**src/design/ubxfr_pkg.sv**
```systemverilog
// ubxfr_pkg: shared types, constants and codes for the frame receiver.
// No dependencies; imported by every module of the block.
package ubxfr_pkg;

  localparam int unsigned COUNTER_WIDTH_DEF = 32;
  localparam int unsigned TOTAL_W = 32;
  localparam int unsigned CHG_W = 17;
  localparam int unsigned CFG_IDX_W = 2;
  localparam int unsigned CFG_DATA_W = 16;
  localparam int unsigned S_TDATA_W = 16;
  localparam int unsigned M_TDATA_W = 224;

  localparam logic [7:0] SYNC_FIRST = 8'hB5;
  localparam logic [7:0] SYNC_SECOND = 8'h62;

  localparam logic [7:0] RST_CLASS = 8'd1;
  localparam logic [7:0] RST_ID = 8'd6;
  localparam logic [15:0] RST_LENGTH = 16'd52;

  localparam logic [CFG_IDX_W-1:0] REG_CLASS = 2'd0;
  localparam logic [CFG_IDX_W-1:0] REG_ID = 2'd1;
  localparam logic [CFG_IDX_W-1:0] REG_LENGTH = 2'd2;

  typedef enum logic [3:0] {
    PH_HUNT1   = 4'd0,
    PH_HUNT2   = 4'd1,
    PH_CLASS   = 4'd2,
    PH_ID      = 4'd3,
    PH_LEN_LO  = 4'd4,
    PH_LEN_HI  = 4'd5,
    PH_PAYLOAD = 4'd6,
    PH_CK_A    = 4'd7,
    PH_CK_B    = 4'd8
  } ubxfr_phase_e;

  typedef struct packed {
    logic       sink_ready;
    logic       noise;
    logic       overrun;
    logic       framing;
    logic       parity;
    logic [7:0] rx_byte;
  } ubxfr_item_t;

  typedef struct packed {
    logic             bump_noise;
    logic             bump_overrun;
    logic             bump_framing;
    logic             bump_parity;
    logic             bump_good;
    logic [CHG_W-1:0] charge;
  } ubxfr_evt_t;

  typedef struct packed {
    logic        frame_bad;
    logic        frame_good;
    logic [15:0] payload_index;
    logic [7:0]  payload_byte;
    logic        payload_valid;
  } ubxfr_res_t;

  typedef struct packed {
    logic [TOTAL_W-1:0] noise;
    logic [TOTAL_W-1:0] overrun;
    logic [TOTAL_W-1:0] framing;
    logic [TOTAL_W-1:0] parity;
    logic [TOTAL_W-1:0] good;
    logic [TOTAL_W-1:0] dropped;
  } ubxfr_totals_t;

endpackage

```
**src/design/ubxfr_parser.sv**
```systemverilog
// ubxfr_parser: sync hunt, header match, payload indexing and checksum check.
// Depends on ubxfr_pkg. Emits per-byte result fields and counter events.
module ubxfr_parser import ubxfr_pkg::*; (
  input  logic        clk_i,
  input  logic        rst_ni,
  input  logic        en_i,
  input  ubxfr_item_t item_i,
  input  logic [7:0]  exp_class_i,
  input  logic [7:0]  exp_id_i,
  input  logic [15:0] exp_length_i,
  output ubxfr_res_t  res_o,
  output ubxfr_evt_t  evt_o
);

  ubxfr_phase_e phase_q, phase_d;
  logic [7:0]  sum_a_q, sum_a_d;
  logic [7:0]  sum_b_q, sum_b_d;
  logic [7:0]  class_q, class_d;
  logic [15:0] dlen_q, dlen_d;
  logic [15:0] left_q, left_d;

  logic [7:0]  b;
  logic [7:0]  sa_abs;
  logic [7:0]  sb_abs;
  logic [15:0] got;
  logic [15:0] len_full;

  assign b        = item_i.rx_byte;
  assign sa_abs   = sum_a_q + b;
  assign sb_abs   = sum_b_q + sa_abs;
  assign got      = dlen_q - left_q;
  assign len_full = {b, dlen_q[7:0]};

  always_comb begin
    phase_d = phase_q;
    sum_a_d = sum_a_q;
    sum_b_d = sum_b_q;
    class_d = class_q;
    dlen_d  = dlen_q;
    left_d  = left_q;
    res_o   = '0;
    evt_o   = '0;
    evt_o.bump_parity  = item_i.parity;
    evt_o.bump_framing = item_i.framing;
    if (item_i.overrun) begin
      evt_o.bump_overrun = 1'b1;
      phase_d = PH_HUNT1;
      unique case (phase_q)
        PH_HUNT1:   evt_o.charge = CHG_W'(1);
        PH_HUNT2:   evt_o.charge = CHG_W'(2);
        PH_CLASS:   evt_o.charge = CHG_W'(3);
        PH_ID:      evt_o.charge = CHG_W'(4);
        PH_LEN_LO:  evt_o.charge = CHG_W'(5);
        PH_LEN_HI:  evt_o.charge = CHG_W'(6);
        PH_PAYLOAD: evt_o.charge = CHG_W'(6) + CHG_W'(got);
        PH_CK_A:    evt_o.charge = CHG_W'(7) + CHG_W'(dlen_q);
        PH_CK_B:    evt_o.charge = CHG_W'(8) + CHG_W'(dlen_q);
        default:    evt_o.charge = CHG_W'(1);
      endcase
    end else begin
      evt_o.bump_noise = item_i.noise;
      if (!item_i.sink_ready) begin
        evt_o.charge = CHG_W'(1);
      end else begin
        unique case (phase_q)
          PH_HUNT1: begin
            if (b == SYNC_FIRST) phase_d = PH_HUNT2;
            else evt_o.charge = CHG_W'(1);
          end
          PH_HUNT2: begin
            if (b == SYNC_SECOND) begin
              phase_d = PH_CLASS;
            end else begin
              phase_d = PH_HUNT1;
              evt_o.charge = CHG_W'(2);
            end
          end
          PH_CLASS: begin
            class_d = b;
            sum_a_d = b;
            sum_b_d = b;
            phase_d = PH_ID;
          end
          PH_ID: begin
            sum_a_d = sa_abs;
            sum_b_d = sb_abs;
            if (class_q == exp_class_i && b == exp_id_i) begin
              phase_d = PH_LEN_LO;
            end else begin
              phase_d = PH_HUNT1;
              evt_o.charge = CHG_W'(4);
            end
          end
          PH_LEN_LO: begin
            dlen_d  = {8'd0, b};
            sum_a_d = sa_abs;
            sum_b_d = sb_abs;
            phase_d = PH_LEN_HI;
          end
          PH_LEN_HI: begin
            dlen_d  = len_full;
            left_d  = len_full;
            sum_a_d = sa_abs;
            sum_b_d = sb_abs;
            if (len_full != exp_length_i) begin
              phase_d = PH_HUNT1;
              evt_o.charge = CHG_W'(6);
            end else if (len_full == 16'd0) begin
              phase_d = PH_CK_A;
            end else begin
              phase_d = PH_PAYLOAD;
            end
          end
          PH_PAYLOAD: begin
            res_o.payload_valid = 1'b1;
            res_o.payload_byte  = b;
            res_o.payload_index = got;
            sum_a_d = sa_abs;
            sum_b_d = sb_abs;
            left_d  = left_q - 16'd1;
            if (left_q == 16'd1) phase_d = PH_CK_A;
          end
          PH_CK_A: begin
            if (b == sum_a_q) begin
              phase_d = PH_CK_B;
            end else begin
              phase_d = PH_HUNT1;
              res_o.frame_bad = 1'b1;
              evt_o.charge = CHG_W'(7) + CHG_W'(dlen_q);
            end
          end
          PH_CK_B: begin
            if (b == sum_b_q) begin
              res_o.frame_good = 1'b1;
              evt_o.bump_good  = 1'b1;
            end else begin
              res_o.frame_bad = 1'b1;
              evt_o.charge = CHG_W'(8) + CHG_W'(dlen_q);
            end
            phase_d = PH_HUNT1;
          end
          default: begin
            evt_o.charge = CHG_W'(1);
            phase_d = PH_HUNT1;
          end
        endcase
      end
    end
  end

  always_ff @(posedge clk_i or negedge rst_ni) begin
    if (!rst_ni) begin
      phase_q <= PH_HUNT1;
      sum_a_q <= '0;
      sum_b_q <= '0;
      class_q <= '0;
      dlen_q  <= '0;
      left_q  <= '0;
    end else if (en_i) begin
      phase_q <= phase_d;
      sum_a_q <= sum_a_d;
      sum_b_q <= sum_b_d;
      class_q <= class_d;
      dlen_q  <= dlen_d;
      left_q  <= left_d;
    end
  end

endmodule

```
**src/design/ubxfr_counters.sv**
```systemverilog
// ubxfr_counters: wrapping statistics counters for drops, good frames and
// receiver errors. Depends on ubxfr_pkg; shows the low 32 bits of each.
module ubxfr_counters import ubxfr_pkg::*; #(
  parameter int unsigned COUNTER_WIDTH = COUNTER_WIDTH_DEF
) (
  input  logic          clk_i,
  input  logic          rst_ni,
  input  logic          en_i,
  input  ubxfr_evt_t    evt_i,
  output ubxfr_totals_t totals_o
);

  localparam int unsigned CW = COUNTER_WIDTH;
  localparam int unsigned AW = (CW > CHG_W) ? CW : CHG_W;

  logic [CW-1:0] dropped_q, good_q, parity_q, framing_q, overrun_q, noise_q;
  logic [AW-1:0] dropped_sum;

  assign dropped_sum = AW'(dropped_q) + AW'(evt_i.charge);

  always_ff @(posedge clk_i or negedge rst_ni) begin
    if (!rst_ni) begin
      dropped_q <= '0;
      good_q    <= '0;
      parity_q  <= '0;
      framing_q <= '0;
      overrun_q <= '0;
      noise_q   <= '0;
    end else if (en_i) begin
      dropped_q <= dropped_sum[CW-1:0];
      good_q    <= good_q + CW'(evt_i.bump_good);
      parity_q  <= parity_q + CW'(evt_i.bump_parity);
      framing_q <= framing_q + CW'(evt_i.bump_framing);
      overrun_q <= overrun_q + CW'(evt_i.bump_overrun);
      noise_q   <= noise_q + CW'(evt_i.bump_noise);
    end
  end

  if (CW >= TOTAL_W) begin : g_wide
    assign totals_o.dropped = dropped_q[TOTAL_W-1:0];
    assign totals_o.good    = good_q[TOTAL_W-1:0];
    assign totals_o.parity  = parity_q[TOTAL_W-1:0];
    assign totals_o.framing = framing_q[TOTAL_W-1:0];
    assign totals_o.overrun = overrun_q[TOTAL_W-1:0];
    assign totals_o.noise   = noise_q[TOTAL_W-1:0];
  end else begin : g_narrow
    assign totals_o.dropped = TOTAL_W'(dropped_q);
    assign totals_o.good    = TOTAL_W'(good_q);
    assign totals_o.parity  = TOTAL_W'(parity_q);
    assign totals_o.framing = TOTAL_W'(framing_q);
    assign totals_o.overrun = TOTAL_W'(overrun_q);
    assign totals_o.noise   = TOTAL_W'(noise_q);
  end

endmodule

```
**src/design/ubxfr_frame_receiver_top.sv**
```systemverilog
// ubx_frame_receiver_top: input register, parser, counters and result register.
// Depends on ubxfr_pkg, ubxfr_parser and ubxfr_counters.
//
// Usage:
//   s_axis carries one received serial byte per transaction with its error
//   flags and the sink-ready flag. m_axis returns exactly one result per
//   input byte: payload byte and index, good/bad frame marks and the six
//   running counters as they stand after that byte.
//   cfg_we_i/cfg_idx_i/cfg_data_i write expected class (0), id (1) and
//   payload length (2); other indexes are ignored. Write only while idle.
//   A byte passes through the input register, then through the parser into
//   the result register.
//   Throughput is one byte per cycle while m_axis is not stalled; the parse
//   state and counters update in the single cycle the byte moves into the result register.
//   When the receiver stalls, the result holds and one more byte is taken
//   into the input register if it is empty, then s_axis_tready drops until the result is
//   taken. Reset empties both registers, restarts the sync hunt, zeroes all
//   counters and restores the configuration defaults.
module ubx_frame_receiver_top import ubxfr_pkg::*; #(
  parameter int unsigned COUNTER_WIDTH = COUNTER_WIDTH_DEF
) (
  input  logic                  clk_i,
  input  logic                  rst_ni,
  input  logic                  s_axis_tvalid,
  output logic                  s_axis_tready,
  // [7:0] rx_byte, [8] parity_flag, [9] framing_flag, [10] overrun_flag,
  // [11] noise_flag, [12] sink_ready, [15:13] zero
  input  logic [S_TDATA_W-1:0]  s_axis_tdata,
  output logic                  m_axis_tvalid,
  input  logic                  m_axis_tready,
  // [0] payload_valid, [8:1] payload_byte, [24:9] payload_index,
  // [25] frame_good, [26] frame_bad, [58:27] dropped_total,
  // [90:59] good_total, [122:91] parity_total, [154:123] framing_total,
  // [186:155] overrun_total, [218:187] noise_total, [223:219] zero
  output logic [M_TDATA_W-1:0]  m_axis_tdata,
  input  logic                  cfg_we_i,
  input  logic [CFG_IDX_W-1:0]  cfg_idx_i,
  input  logic [CFG_DATA_W-1:0] cfg_data_i
);

  logic [7:0]  exp_class_q;
  logic [7:0]  exp_id_q;
  logic [15:0] exp_length_q;

  logic          in_valid_q;
  ubxfr_item_t   in_item_q;
  logic          out_valid_q;
  ubxfr_res_t    res_q;
  ubxfr_res_t    res_d;
  ubxfr_evt_t    evt;
  ubxfr_totals_t totals;
  logic          advance;
  logic          proc_en;

  assign advance       = !out_valid_q || m_axis_tready;
  assign s_axis_tready = !in_valid_q || advance;
  assign proc_en       = in_valid_q && advance;

  always_ff @(posedge clk_i or negedge rst_ni) begin
    if (!rst_ni) begin
      exp_class_q  <= RST_CLASS;
      exp_id_q     <= RST_ID;
      exp_length_q <= RST_LENGTH;
    end else if (cfg_we_i) begin
      unique case (cfg_idx_i)
        REG_CLASS:  exp_class_q  <= cfg_data_i[7:0];
        REG_ID:     exp_id_q     <= cfg_data_i[7:0];
        REG_LENGTH: exp_length_q <= cfg_data_i[15:0];
        default: ;
      endcase
    end
  end

  always_ff @(posedge clk_i or negedge rst_ni) begin
    if (!rst_ni) begin
      in_valid_q  <= 1'b0;
      out_valid_q <= 1'b0;
    end else begin
      if (s_axis_tready) in_valid_q <= s_axis_tvalid;
      if (advance) out_valid_q <= in_valid_q;
    end
  end

  always_ff @(posedge clk_i) begin
    if (s_axis_tready && s_axis_tvalid) in_item_q <= s_axis_tdata[12:0];
    if (proc_en) res_q <= res_d;
  end

  ubxfr_parser u_parser (
    .clk_i        (clk_i),
    .rst_ni       (rst_ni),
    .en_i         (proc_en),
    .item_i       (in_item_q),
    .exp_class_i  (exp_class_q),
    .exp_id_i     (exp_id_q),
    .exp_length_i (exp_length_q),
    .res_o        (res_d),
    .evt_o        (evt)
  );

  ubxfr_counters #(
    .COUNTER_WIDTH (COUNTER_WIDTH)
  ) u_counters (
    .clk_i    (clk_i),
    .rst_ni   (rst_ni),
    .en_i     (proc_en),
    .evt_i    (evt),
    .totals_o (totals)
  );

  assign m_axis_tvalid = out_valid_q;
  assign m_axis_tdata  = {5'd0, totals, res_q};

endmodule

```
**config.mk**
```make
export PLATFORM = sky130hd
export DESIGN_NAME = ubx_frame_receiver_top
export DESIGN_NICKNAME = d
export VERILOG_FILES = /design/src/design/ubxfr_pkg.sv /design/src/design/ubxfr_parser.sv /design/src/design/ubxfr_counters.sv /design/src/design/ubxfr_frame_receiver_top.sv
export SDC_FILE = /design/constraint.sdc
export NUM_CORES = 1
export LEC_CHECK = 0
export ABC_AREA = 1
export BUFFER_PORTS_ARGS = -buffer_cell sky130_fd_sc_hd__buf_4
export CAP_MARGIN = 20
export CORE_UTILIZATION = 50
export CTS_BUF_LIST = sky130_fd_sc_hd__clkbuf_8
export DETAILED_ROUTE_END_ITERATION = 7
export PLACE_DENSITY = 0.77
export SYNTH_ARGS = -nofsm -noshare
export SYNTH_HDL_FRONTEND = slang
export SYNTH_SLANG_ARGS = --single-unit
export TNS_END_PERCENT = 1
```
**constraint.sdc**
```tcl
create_clock -name clk_i -period 4.5 [get_ports clk_i]
set_input_delay 0.45 -clock clk_i [delete_from_list [all_inputs] [get_ports clk_i]]
set_output_delay 0.45 -clock clk_i [all_outputs]
set_load 0.1 [all_outputs]
```
==> metrics.md <==
| Metric | Value |
|---|---|
| Area growth syn-to-layout | 21.9% |
| Met1 Usage GRT | 35.8% |
| Hold path endpoint | exp_length_q[15] |
| 1st-pass router iterations | 5 |
| Mux cell area share after synthesis | 0.412% |
| Final Max Slew Viols | 0 |
| R2R Setup Slk | 0.29 ns |
| Die width | 198 µm |
| Largest family of logic cells by synthesized area | simple AND/OR/NAND/NOR gates |
| # DRC | 0 |
| Min Tclk post-route | 4.21 ns |
| Max cap viols | 0 |
| TritonCTS Buffers | 56 |
| # port buffers | 256 |
| Fmax | 238 MHz |
| Crit-path max cell delay | 0.38 ns |
| Worst Path Max Fanout | 5 |
| CTS H-tree lvls | 2 |
| GRT overflow | 0 |
| Worst VDD drop | 0.471 mV |
| Worst-path clk slew | 0.06 ns |
| Post-synth top flop | dfrtp_1 |
| Post-Synth Simple-Gate Area | 25.9% |
| Antenna violations before repair | 0 |
| DIE HEIGHT | 198 µm |
| Worst Clk Skew | 0.0237 ns |
| Post-DP HPWL | 40900 µm |
| Post-Synth XOR/XNOR Area | 10.4% |
| Adder-Cell Fraction of Synth Area | 4.48% |
| Synthesis warning total | 0 |
| Dpl cell area | 21900 µm² |
| Synthesized instance count | 2334 |
| Endpoint class of the critical path | register |
| Core area | 37700 µm² |
| Status | completed |
| Slew @ Worst Pin | 1.01 ns |
| Pin count of the biggest net entering global routing | 122 |
| # IOs | 265 |
| Vias per inst | 5.38 |
| Area leader, netlist | dfrtp_1 |
| Worst Slack Setup Final | 0.295 ns |
| Clk root buf | clkbuf_8 |
| Final Cell Area | 23300 µm² |
| First-pass GRT wire length | 85800 µm |
| Vias | 17400 |
| Nets | 2774 |
| Total track usage | 27.6% |
| Routed wire length | 54700 µm |
| Clock sinks | 326 |
| Netlist Area Pre-Place | 19100 µm² |
| Clock tree buffer depth | 3 |
| R2R Path End | u_counters.dropped_q[11] |
| Worst path arrival time | 4.74 ns |
| Dpl ws | 0.0852 ns |
| Post-synthesis compound-gate area fraction | 7.88% |
| Worst path cell trace | inv_1 > ha_1 > fa_2 > xor2_1 > nand2_1 > nand2_2 > inv_1 > o21ai_0 > o311ai_0 > nand2_1 > o21ai_1 > ha_1 > nand2_1 > inv_1 > a21oi_1 > o21bai_1 > a21oi_1 > o21ai_0 > or2_2 > nand3_1 > nand2_1 |
| Met2 Resource Use GR | 45.9% |
| Final setup fails | 0 |
| Post-DRT Antenna Nets | 0 |
| LEAKAGE | 11.9 nW |
| Slew headroom | 32.9% |
| WHS Path Cells | 2 |
| Gr busiest metal | met2 |
| Worst Hold Launch | cfg_data_i[15] |
| CP max stage cell | fa_2 |
| GPL Wtd Cong | 0.958 |
| Post-synth cell types | 62 |
| Clock Latency Late Sink | 0.65 ns |
| Avg Cell Area, Syn | 8.19 µm² |
| GR Layer Usage met3 | 4.76% |
| Pwr dens | 459 nW/µm² |
| Final hold vios | 0 |
| Wire per inst | 16.9 µm |
| Row cnt | 71 |
| Initial drt markers | 1088 |
| CP Class | reg2reg |
| Number of synthesized flops with an enable pin | 40 |
| Layout cell share with drive strength beyond 1 | 18.8% |
| CP Launch Type | register |
| CTS tree | built |
| Top area cells in the synthesized netlist | dfrtp_1, nand2_1, xor2_1 |
| Hold crit path type | in2reg |
| Vias in the first global route | 16800 |
| Register area share after synthesis | 43.7% |
| Async S/R FF share, synth | 87.7% |
| Most used cell, CP | nand2_1 |
| Final Cycle Share | 93.5% |
| Initial core utilization | 50.8% |
| Hold_ws | 0.0430 ns |
| Register bit total from synthesis | 326 |
| Yosys top cell area share | 36.6% |
| Worst R2R Path Depth | 21 |
| Crit path required time | 5.04 ns |
| Reg-to-reg critical path startpoint | u_parser.dlen_q[0] |
| Die ar. | 39000 µm² |
metal layers:
layer / share of wire, % / up-vias / wire length [µm]
met4: 3.3 / 0 / 1820
met2: 47 / 642 / 25700
met5: 0 / - / 0
li1: - / 8313 / -
met1: 42 / 8277 / 23200
met3: 7.1 / 130 / 3910
timing repair:
| item | in CTS | in global routing |
|---|---|---|
| resized for setup | 0 | 18 |
| endpoints found under the setup margin | 0 | 21 |
| setup buffers | 0 | 4 |
| endpoints found under the hold margin | 131 | 0 |
| hold buffers | 14 | 0 |
metrics by stage:
step / instances / utilization, % / power [mW] / setup TNS [ns]
5_1_grt: 3226 / 61.9 / 11.3 / -0.0588
2_1_floorplan: 2338 / - / 6.72 / 0
4_1_cts: 3222 / 61.6 / 10.7 / 0
3_5_place_dp: 3104 / 58.0 / 7.82 / 0
3_3_place_gp: 3104 / 58.0 / 7.71 / 0
6_report: 3227 / 61.9 / 10.7 / 0
cell usage after synthesis (2+ instances only):
cell type and n:
nor2_1 198, a31oi_1 11, nand3_1 127, o21ai_0 129
nand2_4 2, nor3_4 2, a21o_1 4, a22oi_1 3
a22o_1 3, nor3_1 59, dfstp_2 6, xnor2_1 84
fa_1 4, o2111ai_1 3, nor4_1 24, o211ai_1 9
nand2_1 526, inv_2 8, buf_2 20, nor2_2 12
o221ai_1 2, and2_1 4, nor4_2 3, clkbuf_1 27
edfxtp_1 40, xor2_1 143, dfrtp_1 280, nand2_2 10
or2_2 11, nand4_2 4, a21oi_1 73, nand4_1 63
nand3_2 5, mux2_2 7, inv_1 290, ha_1 62
o22ai_1 24, nor3_2 11, buf_4 5, nor2_4 11
nand3b_1 4
sequential cells by signal, indices dropped and copies added, names as in the netlist:
| signal | count |
|---|---|
| exp_id_q | 8 |
| u_counters.framing_q | 32 |
| u_parser.class_q | 8 |
| m_axis_tvalid | 1 |
| u_counters.overrun_q | 32 |
| u_parser.left_q | 16 |
| u_counters.noise_q | 32 |
| u_counters.dropped_q | 32 |
| u_counters.good_q | 32 |
| u_parser.sum_b_q | 8 |
| u_counters.parity_q | 32 |
| u_parser.dlen_q | 16 |
| u_parser.phase_q | 4 |
| u_parser.sum_a_q | 8 |
| m_axis_tdata | 27 |
| in_valid_q | 1 |
| in_item_q | 13 |
| exp_class_q | 8 |
| exp_length_q | 16 |
logic make-up after synthesis:
kind of cell	Yosys count
simple gates	1082
xor+xnor	227
fa+ha+maj	66
buf+inv	353
compound gates	272
flops	326
mux	7
other cells	1
cell type report:
| cell class | count | area [µm²] |
|---|---|---|
| flip-flops and latches | 326 | 8370 |
| well taps | 511 | 639 |
| fillers | 3320 | 14400 |
| inverters | 300 | 1130 |
| diodes | 1 | 2.50 |
| clock buffers | 76 | 1050 |
| multi-input cells | 1659 | 9460 |
| clock inverters | 28 | 159 |
| repair buffers | 326 | 2500 |
worst max-delay path by stage:
stage / from / end
2_1_floorplan: u_parser.dlen_q[0] / u_counters.dropped_q[29]
3_3_place_gp: u_parser.dlen_q[0] / u_counters.dropped_q[29]
3_5_place_dp: u_parser.dlen_q[0] / u_counters.dropped_q[24]
4_1_cts: u_parser.dlen_q[0] / u_counters.dropped_q[24]
5_1_grt: u_parser.dlen_q[0] / u_counters.dropped_q[29]
6_report: u_parser.dlen_q[0] / u_counters.dropped_q[11]
critical path: cells and delay by family, from the launching register on:
kind                       cells  cell delay [ns]
buffers and inverters          3             0.21
adders and majority gates      3             0.94
xor gates and xnor gates       1             0.31
DFF                            1             0.37
AOI/OAI and AO/OA              7             1.44
and+or+nand+nor                7             0.85
placed cells by master (no fill, tap or decap), types with 4 or more instances in the layout:
cell type,count
dlygate4sd3_1,14
nand4_2,4
ha_1,59
nor3_1,58
dfstp_2,6
dfrtp_1,280
nand4_1,63
nand3_2,6
a21o_1,4
buf_4,310
edfxtp_1,40
nor2_1,194
o21ai_0,127
nand3_1,126
nand2_1,525
nand2_2,11
or2_2,11
and2_1,4
mux2_2,7
nand3b_1,4
nor4_1,24
a21oi_1,72
nor3_2,12
clkinv_2,7
o211ai_1,9
nor2_2,15
xor2_1,143
inv_2,9
inv_1,305
a31oi_1,11
nor2_4,12
xnor2_1,84
conb_1,5
o22ai_1,23
clkbuf_8,76
power breakdown:
group | internal, mW | switching, mW
registers | 3.33 | 0.341
clock network | 1.57 | 1.25
logic | 1.15 | 3.07
Power figures use the tool's default switching activity.
